File: config.mk
export PLATFORM = sky130hd
export DESIGN_NAME = key_value_line_tokenizer
export DESIGN_NICKNAME = d
export VERILOG_FILES = /design/src/sv/kvlt_pkg.sv /design/src/sv/key_value_line_tokenizer.sv /design/src/sv/kvlt_front.sv /design/src/sv/kvlt_back.sv
export SDC_FILE = /design/constraint.sdc
export NUM_CORES = 1
export LEC_CHECK = 0
export ABC_AREA = 1
export BUFFER_PORTS_ARGS = -buffer_cell sky130_fd_sc_hd__buf_2
export CAP_MARGIN = 20
export CORE_AREA = 5 5 300 184
export CTS_CLUSTER_SIZE = 12
export DETAILED_ROUTE_END_ITERATION = 16
export DIE_AREA = 0 0 305 189
export GPL_TIMING_DRIVEN = 0
export PLACE_DENSITY = 0.41
export SLEW_MARGIN = 20
export SYNTH_ARGS = -nofsm -noshare
export SYNTH_HDL_FRONTEND = slang
export SYNTH_SLANG_ARGS = --single-unit
File: constraint.sdc
create_clock -name clock -period 3.6 [get_ports clock]
set_clock_uncertainty 0.05 [all_clocks]
set_input_delay 0.36 -clock clock [delete_from_list [all_inputs] [get_ports clock]]
set_output_delay 0.36 -clock clock [all_outputs]
set_load 0.005 [all_outputs]
File: src/sv/kvlt_pkg.sv
// ----------------------------------------------------------------------------
// kvlt_pkg
// Shared types and constants for the key/value line tokenizer.
// ----------------------------------------------------------------------------
package kvlt_pkg;

   localparam int SLOT_LIMIT = 16;
   localparam int SLOT_W     = $clog2(SLOT_LIMIT + 1);

   localparam logic [7:0] CH_NUL   = 8'h00;
   localparam logic [7:0] CH_TAB   = 8'h09;
   localparam logic [7:0] CH_CR    = 8'h0d;
   localparam logic [7:0] CH_SPACE = 8'h20;
   localparam logic [7:0] CH_QUOTE = 8'h22;
   localparam logic [7:0] CH_PLUS  = 8'h2b;
   localparam logic [7:0] CH_MINUS = 8'h2d;
   localparam logic [7:0] CH_DIG0  = 8'h30;
   localparam logic [7:0] CH_DIG9  = 8'h39;
   localparam logic [7:0] CH_SEMI  = 8'h3b;
   localparam logic [7:0] CH_EQ    = 8'h3d;

   localparam logic [7:0] MID_WORD [3] = '{8'h6d, 8'h69, 8'h64};

   localparam logic [2:0] MID_FULL = 3'd3;
   localparam logic [2:0] MID_MISS = 3'd4;

   localparam logic [1:0] ROLE_SEP = 2'd0;
   localparam logic [1:0] ROLE_KEY = 2'd1;
   localparam logic [1:0] ROLE_VAL = 2'd2;

   localparam logic [1:0] DPH_LEAD = 2'd0;
   localparam logic [1:0] DPH_DIG  = 2'd1;
   localparam logic [1:0] DPH_STOP = 2'd2;

   typedef enum logic [2:0] {
      PH_BETWEEN,
      PH_KEY,
      PH_AFTER_EQ,
      PH_QOPEN,
      PH_VAL,
      PH_QVAL,
      PH_ERROR
   } phase_type;

   typedef struct packed {
      logic       zero;
      logic       space;
      logic       eq;
      logic       quote;
      logic       semi;
      logic       ws;
      logic       plus;
      logic       minus;
      logic       digit;
      logic [3:0] dval;
      logic [2:0] mid_hit;
   } cls_type;

   typedef struct packed {
      logic    valid;
      cls_type cls;
   } link_type;

   typedef struct packed {
      logic [1:0]         role;
      logic [3:0]         slot;
      logic               token_start;
      logic               retract;
      logic               line_done;
      logic               parse_error;
      logic [3:0]         param_count;
      logic signed [31:0] message_id;
   } rsp_type;

endpackage

File: src/sv/key_value_line_tokenizer.sv
// ----------------------------------------------------------------------------
// key_value_line_tokenizer
// Splits a zero-terminated command line into key and key=value tokens.
// ----------------------------------------------------------------------------
// One character is taken per clock while the input queue is not full and one
// result is produced for each character, so a steady stream runs at one
// transaction per cycle unless a queue fills. A character passes a classifier
// and a two-entry queue, then the token state machine, which writes its
// result into a two-entry result queue; the result is registered in both
// queues before it appears on the rsp_ ports. Either side may stall without
// stopping the other until a queue fills. A mid=<n> option is removed from
// the token stream and its decimal value is reported on rsp_message_id;
// after an error, bytes up to the zero byte are separators with parse error.
module key_value_line_tokenizer (
   input  logic               clock,
   input  logic               reset,
   input  logic               req_push,
   input  logic [7:0]         req_ch,
   output logic               req_full,
   output logic               rsp_empty,
   input  logic               rsp_pop,
   output logic [1:0]         rsp_role,
   output logic [3:0]         rsp_slot,
   output logic               rsp_token_start,
   output logic               rsp_retract,
   output logic               rsp_line_done,
   output logic               rsp_parse_error,
   output logic [3:0]         rsp_param_count,
   output logic signed [31:0] rsp_message_id
);

   kvlt_pkg::link_type link;
   logic               link_pop;
   kvlt_pkg::rsp_type  rsp;

   kvlt_front u_front (
      .clock    (clock),
      .reset    (reset),
      .req_push (req_push),
      .req_ch   (req_ch),
      .req_full (req_full),
      .link     (link),
      .link_pop (link_pop)
   );

   kvlt_back u_back (
      .clock     (clock),
      .reset     (reset),
      .link      (link),
      .link_pop  (link_pop),
      .rsp_pop   (rsp_pop),
      .rsp_empty (rsp_empty),
      .rsp       (rsp)
   );

   assign rsp_role        = rsp.role;
   assign rsp_slot        = rsp.slot;
   assign rsp_token_start = rsp.token_start;
   assign rsp_retract     = rsp.retract;
   assign rsp_line_done   = rsp.line_done;
   assign rsp_parse_error = rsp.parse_error;
   assign rsp_param_count = rsp.param_count;
   assign rsp_message_id  = rsp.message_id;

endmodule

File: src/sv/kvlt_front.sv
// ----------------------------------------------------------------------------
// kvlt_front
// Character classifier with a two-entry queue towards the token engine.
// ----------------------------------------------------------------------------
module kvlt_front (
   input  logic               clock,
   input  logic               reset,
   input  logic               req_push,
   input  logic [7:0]         req_ch,
   output logic               req_full,
   output kvlt_pkg::link_type link,
   input  logic               link_pop
);

   kvlt_pkg::cls_type cls_in;
   kvlt_pkg::cls_type q_ff [2];
   logic              wr_ptr_ff, wr_ptr_in;
   logic              rd_ptr_ff, rd_ptr_in;
   logic [1:0]        count_ff, count_in;
   logic              push_ok, pop_ok;

   always_comb begin
      cls_in.zero    = (req_ch == kvlt_pkg::CH_NUL);
      cls_in.space   = (req_ch == kvlt_pkg::CH_SPACE);
      cls_in.eq      = (req_ch == kvlt_pkg::CH_EQ);
      cls_in.quote   = (req_ch == kvlt_pkg::CH_QUOTE);
      cls_in.semi    = (req_ch == kvlt_pkg::CH_SEMI);
      cls_in.ws      = (req_ch == kvlt_pkg::CH_SPACE) ||
                       ((req_ch >= kvlt_pkg::CH_TAB) && (req_ch <= kvlt_pkg::CH_CR));
      cls_in.plus    = (req_ch == kvlt_pkg::CH_PLUS);
      cls_in.minus   = (req_ch == kvlt_pkg::CH_MINUS);
      cls_in.digit   = (req_ch >= kvlt_pkg::CH_DIG0) && (req_ch <= kvlt_pkg::CH_DIG9);
      cls_in.dval    = req_ch[3:0];
      cls_in.mid_hit = {req_ch == kvlt_pkg::MID_WORD[2],
                        req_ch == kvlt_pkg::MID_WORD[1],
                        req_ch == kvlt_pkg::MID_WORD[0]};
   end

   assign req_full = (count_ff == 2'd2);
   assign push_ok  = req_push && !req_full;
   assign pop_ok   = link_pop && (count_ff != 2'd0);

   assign link.valid = (count_ff != 2'd0);
   assign link.cls   = q_ff[rd_ptr_ff];

   always_comb begin
      wr_ptr_in = push_ok ? !wr_ptr_ff : wr_ptr_ff;
      rd_ptr_in = pop_ok ? !rd_ptr_ff : rd_ptr_ff;
      count_in  = count_ff + {1'b0, push_ok} - {1'b0, pop_ok};
   end

   always_ff @(posedge clock) begin
      if (reset) begin
         wr_ptr_ff <= 1'b0;
         rd_ptr_ff <= 1'b0;
         count_ff  <= 2'd0;
      end else begin
         wr_ptr_ff <= wr_ptr_in;
         rd_ptr_ff <= rd_ptr_in;
         count_ff  <= count_in;
      end
   end

   always_ff @(posedge clock) begin
      if (push_ok) begin
         q_ff[wr_ptr_ff] <= cls_in;
      end
   end

`ifndef SYNTHESIS
   a_count_bound: assert property (@(posedge clock) disable iff (reset)
      count_ff != 2'd3)
      else $error("front queue count out of range");

   a_full_holds: assert property (@(posedge clock) disable iff (reset)
      (req_full && !pop_ok) |=> req_full)
      else $error("front queue left full state without a pop");

   a_empty_holds: assert property (@(posedge clock) disable iff (reset)
      (!link.valid && !req_push) |=> !link.valid)
      else $error("front queue became valid without a push");
`endif

endmodule

File: src/sv/kvlt_back.sv
// ----------------------------------------------------------------------------
// kvlt_back
// Token state machine, message id accumulator and two-entry result queue.
// ----------------------------------------------------------------------------
module kvlt_back (
   input  logic               clock,
   input  logic               reset,
   input  kvlt_pkg::link_type link,
   output logic               link_pop,
   input  logic               rsp_pop,
   output logic               rsp_empty,
   output kvlt_pkg::rsp_type  rsp
);

   kvlt_pkg::phase_type        phase_ff, phase_in;
   logic [kvlt_pkg::SLOT_W-1:0] slot_ff, slot_in, slot_inc;
   logic [kvlt_pkg::SLOT_W+3:0] slot_wide, slot_in_wide;
   logic [2:0]                 mid_ff, mid_in, mid_base;
   logic [31:0]                acc_ff, acc_in, acc_b, acc10;
   logic [1:0]                 dph_ff, dph_in, dph_b;
   logic                       neg_ff, neg_in, neg_b;
   logic                       err_ff, err_in;
   logic [31:0]                held_ff, held_in;

   kvlt_pkg::rsp_type          q_ff [2];
   kvlt_pkg::rsp_type          rsp_in;
   logic                       wr_ptr_ff, wr_ptr_in;
   logic                       rd_ptr_ff, rd_ptr_in;
   logic [1:0]                 count_ff, count_in;

   kvlt_pkg::cls_type          c;
   logic                       take, out_pop;
   logic                       fin, valued, err_set, key_en, key_restart, mid_kill;
   logic                       val_start, id_en, is_mid;
   logic [1:0]                 role;
   logic                       start;

   assign c         = link.cls;
   assign take      = link.valid && (count_ff != 2'd2);
   assign link_pop  = take;
   assign out_pop   = rsp_pop && (count_ff != 2'd0);
   assign rsp_empty = (count_ff == 2'd0);
   assign rsp       = q_ff[rd_ptr_ff];

   // next state
   always_comb begin
      phase_in    = phase_ff;
      fin         = 1'b0;
      valued      = 1'b0;
      err_set     = 1'b0;
      key_en      = 1'b0;
      key_restart = 1'b0;
      mid_kill    = 1'b0;
      val_start   = 1'b0;
      id_en       = 1'b0;
      is_mid      = 1'b0;
      slot_inc    = slot_ff + 1'b1;
      unique case (phase_ff)
         kvlt_pkg::PH_BETWEEN: begin
            if (c.zero || c.space) begin
            end else if (c.eq) begin
               mid_kill  = 1'b1;
               val_start = 1'b1;
               phase_in  = kvlt_pkg::PH_AFTER_EQ;
            end else begin
               key_restart = 1'b1;
               val_start   = 1'b1;
               phase_in    = kvlt_pkg::PH_KEY;
            end
         end
         kvlt_pkg::PH_KEY: begin
            if (c.zero || c.space) begin
               fin = 1'b1;
            end else if (c.eq) begin
               phase_in = kvlt_pkg::PH_AFTER_EQ;
            end else begin
               key_en = 1'b1;
            end
         end
         kvlt_pkg::PH_AFTER_EQ: begin
            if (c.semi || c.space || c.zero) begin
               err_set = 1'b1;
            end else if (c.quote) begin
               phase_in = kvlt_pkg::PH_QOPEN;
            end else begin
               id_en    = 1'b1;
               phase_in = kvlt_pkg::PH_VAL;
            end
         end
         kvlt_pkg::PH_QOPEN: begin
            if (c.zero) begin
               err_set = 1'b1;
            end else if (c.quote) begin
               fin    = 1'b1;
               valued = 1'b1;
            end else begin
               id_en    = 1'b1;
               phase_in = kvlt_pkg::PH_QVAL;
            end
         end
         kvlt_pkg::PH_VAL: begin
            if (c.zero || c.space || c.eq) begin
               fin    = 1'b1;
               valued = 1'b1;
            end else begin
               id_en = 1'b1;
            end
         end
         kvlt_pkg::PH_QVAL: begin
            if (c.zero) begin
               err_set = 1'b1;
            end else if (c.quote) begin
               fin    = 1'b1;
               valued = 1'b1;
            end else begin
               id_en = 1'b1;
            end
         end
         default: begin
            err_set = 1'b1;
         end
      endcase
      if (fin) begin
         if (valued && (mid_ff == kvlt_pkg::MID_FULL)) begin
            is_mid   = 1'b1;
            phase_in = kvlt_pkg::PH_BETWEEN;
         end else if (slot_inc >= kvlt_pkg::SLOT_W'(kvlt_pkg::SLOT_LIMIT)) begin
            err_set = 1'b1;
         end else begin
            phase_in = kvlt_pkg::PH_BETWEEN;
         end
      end
      if (err_set) begin
         phase_in = kvlt_pkg::PH_ERROR;
      end
      if (c.zero) begin
         phase_in = kvlt_pkg::PH_BETWEEN;
      end
   end

   // outputs
   always_comb begin
      role  = kvlt_pkg::ROLE_SEP;
      start = 1'b0;
      unique case (phase_ff)
         kvlt_pkg::PH_BETWEEN: begin
            if (!(c.zero || c.space || c.eq)) begin
               role  = kvlt_pkg::ROLE_KEY;
               start = 1'b1;
            end
         end
         kvlt_pkg::PH_KEY: begin
            if (!(c.zero || c.space || c.eq)) begin
               role = kvlt_pkg::ROLE_KEY;
            end
         end
         kvlt_pkg::PH_AFTER_EQ: begin
            if (!(c.semi || c.space || c.zero || c.quote)) begin
               role  = kvlt_pkg::ROLE_VAL;
               start = 1'b1;
            end
         end
         kvlt_pkg::PH_QOPEN: begin
            if (!(c.zero || c.quote)) begin
               role  = kvlt_pkg::ROLE_VAL;
               start = 1'b1;
            end
         end
         kvlt_pkg::PH_VAL: begin
            if (!(c.zero || c.space || c.eq)) begin
               role = kvlt_pkg::ROLE_VAL;
            end
         end
         kvlt_pkg::PH_QVAL: begin
            if (!(c.zero || c.quote)) begin
               role = kvlt_pkg::ROLE_VAL;
            end
         end
         default: begin
            role  = kvlt_pkg::ROLE_SEP;
            start = 1'b0;
         end
      endcase
   end

   // datapath
   always_comb begin
      mid_base = key_restart ? 3'd0 : mid_ff;
      mid_in   = mid_ff;
      if (key_en || key_restart) begin
         if ((mid_base < kvlt_pkg::MID_FULL) && c.mid_hit[mid_base[1:0]]) begin
            mid_in = mid_base + 3'd1;
         end else begin
            mid_in = kvlt_pkg::MID_MISS;
         end
      end
      if (mid_kill) begin
         mid_in = kvlt_pkg::MID_MISS;
      end

      acc_b  = val_start ? 32'd0 : acc_ff;
      dph_b  = val_start ? kvlt_pkg::DPH_LEAD : dph_ff;
      neg_b  = val_start ? 1'b0 : neg_ff;
      acc10  = (acc_b << 3) + (acc_b << 1) + {28'd0, c.dval};
      acc_in = acc_b;
      dph_in = dph_b;
      neg_in = neg_b;
      if (id_en) begin
         if (dph_b == kvlt_pkg::DPH_LEAD) begin
            if (c.ws) begin
            end else if (c.plus || c.minus) begin
               neg_in = c.minus;
               dph_in = kvlt_pkg::DPH_DIG;
            end else if (c.digit) begin
               dph_in = kvlt_pkg::DPH_DIG;
               acc_in = acc10;
            end else begin
               dph_in = kvlt_pkg::DPH_STOP;
            end
         end else if (dph_b == kvlt_pkg::DPH_DIG) begin
            if (c.digit) begin
               acc_in = acc10;
            end else begin
               dph_in = kvlt_pkg::DPH_STOP;
            end
         end
      end

      held_in = held_ff;
      if (is_mid) begin
         held_in = neg_ff ? (32'd0 - acc_ff) : acc_ff;
      end
      slot_in      = (fin && !is_mid) ? slot_inc : slot_ff;
      err_in       = err_ff || err_set;
      slot_wide    = {4'd0, slot_ff};
      slot_in_wide = {4'd0, slot_in};

      rsp_in.role        = role;
      rsp_in.slot        = (role != kvlt_pkg::ROLE_SEP) ? slot_wide[3:0] : 4'd0;
      rsp_in.token_start = start;
      rsp_in.retract     = is_mid;
      rsp_in.line_done   = c.zero;
      rsp_in.parse_error = err_in;
      rsp_in.param_count = (c.zero && !err_in) ? slot_in_wide[3:0] : 4'd0;
      rsp_in.message_id  = held_in;

      wr_ptr_in = take ? !wr_ptr_ff : wr_ptr_ff;
      rd_ptr_in = out_pop ? !rd_ptr_ff : rd_ptr_ff;
      count_in  = count_ff + {1'b0, take} - {1'b0, out_pop};
   end

   always_ff @(posedge clock) begin
      if (reset) begin
         phase_ff  <= kvlt_pkg::PH_BETWEEN;
         slot_ff   <= '0;
         mid_ff    <= 3'd0;
         acc_ff    <= 32'd0;
         dph_ff    <= kvlt_pkg::DPH_LEAD;
         neg_ff    <= 1'b0;
         err_ff    <= 1'b0;
         held_ff   <= 32'd0;
         wr_ptr_ff <= 1'b0;
         rd_ptr_ff <= 1'b0;
         count_ff  <= 2'd0;
      end else begin
         wr_ptr_ff <= wr_ptr_in;
         rd_ptr_ff <= rd_ptr_in;
         count_ff  <= count_in;
         if (take) begin
            phase_ff <= phase_in;
            if (c.zero) begin
               slot_ff <= '0;
               mid_ff  <= 3'd0;
               acc_ff  <= 32'd0;
               dph_ff  <= kvlt_pkg::DPH_LEAD;
               neg_ff  <= 1'b0;
               err_ff  <= 1'b0;
               held_ff <= 32'd0;
            end else begin
               slot_ff <= slot_in;
               mid_ff  <= mid_in;
               acc_ff  <= acc_in;
               dph_ff  <= dph_in;
               neg_ff  <= neg_in;
               err_ff  <= err_in;
               held_ff <= held_in;
            end
         end
      end
   end

   always_ff @(posedge clock) begin
      if (take) begin
         q_ff[wr_ptr_ff] <= rsp_in;
      end
   end

`ifndef SYNTHESIS
   a_line_clears: assert property (@(posedge clock) disable iff (reset)
      (take && c.zero) |=> (phase_ff == kvlt_pkg::PH_BETWEEN) && !err_ff && (slot_ff == '0))
      else $error("state not cleared after end of line");

   a_error_phase: assert property (@(posedge clock) disable iff (reset)
      (phase_ff == kvlt_pkg::PH_ERROR) |-> err_ff)
      else $error("error phase without error flag");

   a_slot_limit: assert property (@(posedge clock) disable iff (reset)
      !err_ff |-> (slot_ff < kvlt_pkg::SLOT_W'(kvlt_pkg::SLOT_LIMIT)))
      else $error("slot count at limit without error");

   a_queue_bound: assert property (@(posedge clock) disable iff (reset)
      count_ff != 2'd3)
      else $error("result queue count out of range");
`endif

endmodule
==> impl_metrics.ini <==
[critical_path]
crit_slowest_cell = ha_1
critPathMostFrequentCell = nand2_1
worst_path_dominant_cell_family = simple AND/OR/NAND/NOR gates
rr_startpoint = u_back.phase_ff[0]
crit_required_ns = 3.93
crit_chain = inv_1, nand2_2, nor2_4, nand3_4, inv_4, buf_6, buf_8, nor2_1, ha_1, ha_1, nand2_1, inv_1, nand2_1, o21ai_0, nand2_1, nand3_1, nand2_1, nand3_1, nand2_1, nand2_1, a21oi_1
path_class = reg -> reg
worst_path_largest_cell_delay_ns = 0.36
crit_arrival_ns = 3.79
r2r_cells = 21
end_kind = register
startpoint_type = register
critPathBufInv = 5
critPathMaxFanout = 10
regToRegSetupSlack_ns = 0.14
r2r_end = u_back.acc_ff[26]

[yosys]
syn_area_um2 = 12900
synth_edf_count = 124
yosysTopAreaCell = edfxtp_1
async_reset_ff_frac = 0
synth_fp_nets = 1727
synth_top_area_frac = 0.289
yosysWarnings = 0
synth_ff_type = edfxtp_1
avgSynthCellArea_um2 = 7.81
postSynthCellCount = 1649
synth.yosys.seq_area_share = 0.427
yosys_register_bits = 213
ys_types = 48
yosys-top-cells-area = edfxtp_1 29%, dfxtp_1 14%, nand2_1 14%

[pwr]
power.internal_w = 0.00550
irDropWorstVdd_v = 0.000394
switching_share = 0.356
p_seq_frac = 0.380
combPwrFrac = 0.345
fin_total_pwr_w = 0.00854
switchingPower_w = 0.00304
clkPwrFrac = 0.275
power.static_leakage_nw = 6.40
p_per_area_nw_per_um2 = 560

[timing]
slew_headroom = 0.248
rsz0062_at_grt = true
max_freq_mhz = 289
worstMarginPinSlew_ns = 1.13
finalHoldViolCount = 0
setup_viol = 0
hold_ws_ns = 0.0886
fin_crit_sh = 0.960
maxSlewViolCount = 0
min_period_ns = 3.46

[cts]
cts_num_sinks = 213
cts_buffers = 23
cts_tree = built
ctsLongestPathBuffers = 3
clk_pin_slew_worst_paths_ns = 0.06
h-tree-depth = 1
insertion_delay_ns = 0.52
cts-root-buf = clkbuf_16

[finish]
nNetsFinal = 1820
final_cell_mix = 462 x nand2_1, 166 x inv_1, 145 x nor2_1
final_util = 0.293
area_growth_pct = 18.4
final_common_cell = nand2_1
post_route_cells_drive_above_1_share = 0.157

[routing]
drt_iter0_drc = 782
drc = 0
wl_per_cell_um = 16.4
vias = 11195
via_per_inst = 4.55
drtAntennaViolNets = 0
drt_wl_total_um = 40500
first_pass_iters = 6

[die]
start_util = 0.247
coreArea_um2 = 52100
die_h_um = 189
dieArea_um2 = 57600
rows = 65
die_w_um = 305
num_io_pins = 60

[global_route]
use_met2 = 0.181
grt_overflow = 0
grt_pass1_vias = 10487
top_usage_layer = met1
antenna_found_initial = 0
gr-usage-met1 = 0.220
grt_use_met3 = 0.0361
grt_max_degree = 23
grtUsageTotal = 0.136
grt_pass1_wl_um = 62000

[place]
dp_hpwl_um = 32200
gp_congestion = 0.897
port_buffers = 58

[job]
cap_violations = 0

[hold_path]
hp-class = in -> reg
hold_end = u_front.q_ff[1][4]
hp-start = req_ch[1]
worstHoldPathCells = 1

[outcome]
outcome = complete, no violations
-- layout make-up --
type,instances,area [µm²]
Multi-Input combinational cell,1206,6690
Tap cell,703,880
Timing Repair Buffer,68,445
Inverter,175,664
Fill cell,5570,36900
Clock inverter,3,43.8
Antenna cell,1,2.50
Sequential cell,213,5510
Clock buffer,37,684
Buffer,55,337
-- Yosys cell counts (4+ instances only) --
cell and count:
o21bai_1 5, inv_1 167, buf_6 10, nor3_1 6
mux2_2 46, inv_2 5, xnor2_1 11, buf_2 7
o211ai_1 11, or2_2 9, buf_4 4, nand4_1 15
a21oi_1 125, nor2_2 7, buf_1 5, nor2_1 170
ha_1 65, o21ai_0 57, o21ai_1 15, nand2_2 8
nand2_1 472, edfxtp_1 124, dfxtp_1 89, xor2_1 32
and2_1 10, nand3_1 106, clkbuf_1 29, nand3b_1 4
-- worst register-to-register path: stages (launching register included) --
cell	delay [ns]
dfxtp_1	0.34
inv_1	0.15
nand2_2	0.12
nor2_4	0.13
nand3_4	0.12
inv_4	0.11
buf_6	0.15
buf_8	0.16
nor2_1	0.08
ha_1	0.31
ha_1	0.36
nand2_1	0.08
inv_1	0.12
nand2_1	0.12
o21ai_0	0.30
nand2_1	0.19
nand3_1	0.11
nand2_1	0.05
nand3_1	0.09
nand2_1	0.06
nand2_1	0.07
a21oi_1	0.06
-- flip-flops by register name (all words and copies together) (netlist names), 2 cells and up, named ones only --
register	count
u_back.acc_ff	32
u_back.dph_ff	2
u_back.q_ff	92
u_back.slot_ff	5
u_back.mid_ff	3
u_front.q_ff	32
u_back.count_ff	2
u_back.held_ff	32
u_front.count_ff	2
u_back.phase_ff	3
-- power groups by stage --
stage          Combinational (W)  Clock [W]  Sequential (W)
3_5_place_dp             0.00283          0         0.00330
4_1_cts                  0.00291    0.00242         0.00325
3_3_place_gp             0.00266          0         0.00333
5_1_grt                  0.00325    0.00254         0.00329
6_report                 0.00294    0.00235         0.00325
2_1_floorplan            0.00159          0         0.00329
-- timing repair --
action / 4_1_cts / 5_1_grt
resized for setup: 28 / 55
pin swaps: 2 / 3
setup buffers: 0 / 4
setup endpoints to repair: 27 / 23
endpoints found under the hold margin: 0 / 0
hold buffers: 0 / 0
-- how the worst max path moves through the flow --
| stage | from | endpoint | slack [ns] | cells past startpoint |
|---|---|---|---|---|
| 6_report | u_back.phase_ff[0] | u_back.acc_ff[26] | 0.14 | 21 |
| 5_1_grt | u_back.phase_ff[2] | u_back.acc_ff[21] | -0.02 | 23 |
| 4_1_cts | register | u_back.acc_ff[30] | 0.02 | 21 |
| 3_5_place_dp | register | u_back.acc_ff[30] | -0.84 | 23 |
| 3_3_place_gp | u_front.count_ff[1] | u_back.q_ff[0][7] | -1.60 | 3 |
| 2_1_floorplan | u_back.phase_ff[2] | u_back.acc_ff[28] | 0.33 | 23 |
-- metrics by stage --
| step | setup WS [ns] | setup TNS [ns] | std cells | cell area (µm²) |
|---|---|---|---|---|
| floorplan | 0.334 | 0 | 1649 | 12900 |
| global placement | -1.60 | -159.81 | 2410 | 14100 |
| detailed placement | -0.845 | -16.70 | 2416 | 14200 |
| CTS | 0.0237 | 0 | 2456 | 15000 |
| global route | -0.0182 | -0.0449 | 2460 | 15200 |
| finish | 0.143 | 0 | 2461 | 15300 |
-- per-layer routing --
metal / wire length, µm / part of all wire
met5: 0 / 0
met4: 438 / 0.011
met3: 2970 / 0.073
met2: 15100 / 0.37
met1: 22000 / 0.54
-- cell families after synthesis --
| kind of cell | count (synthesis) | synth area share |
|---|---|---|
| and+or+nand+nor | 821 | 0.266 |
| buffers and inverters | 230 | 0.0751 |
| AOI/OAI and AO/OA | 228 | 0.0963 |
| DFF | 213 | 0.427 |
| adders and majority gates | 66 | 0.0647 |
| muxes | 48 | 0.0418 |
| xor gates and xnor gates | 43 | 0.0292 |
Note: power is estimated with default switching activity, not from simulation.
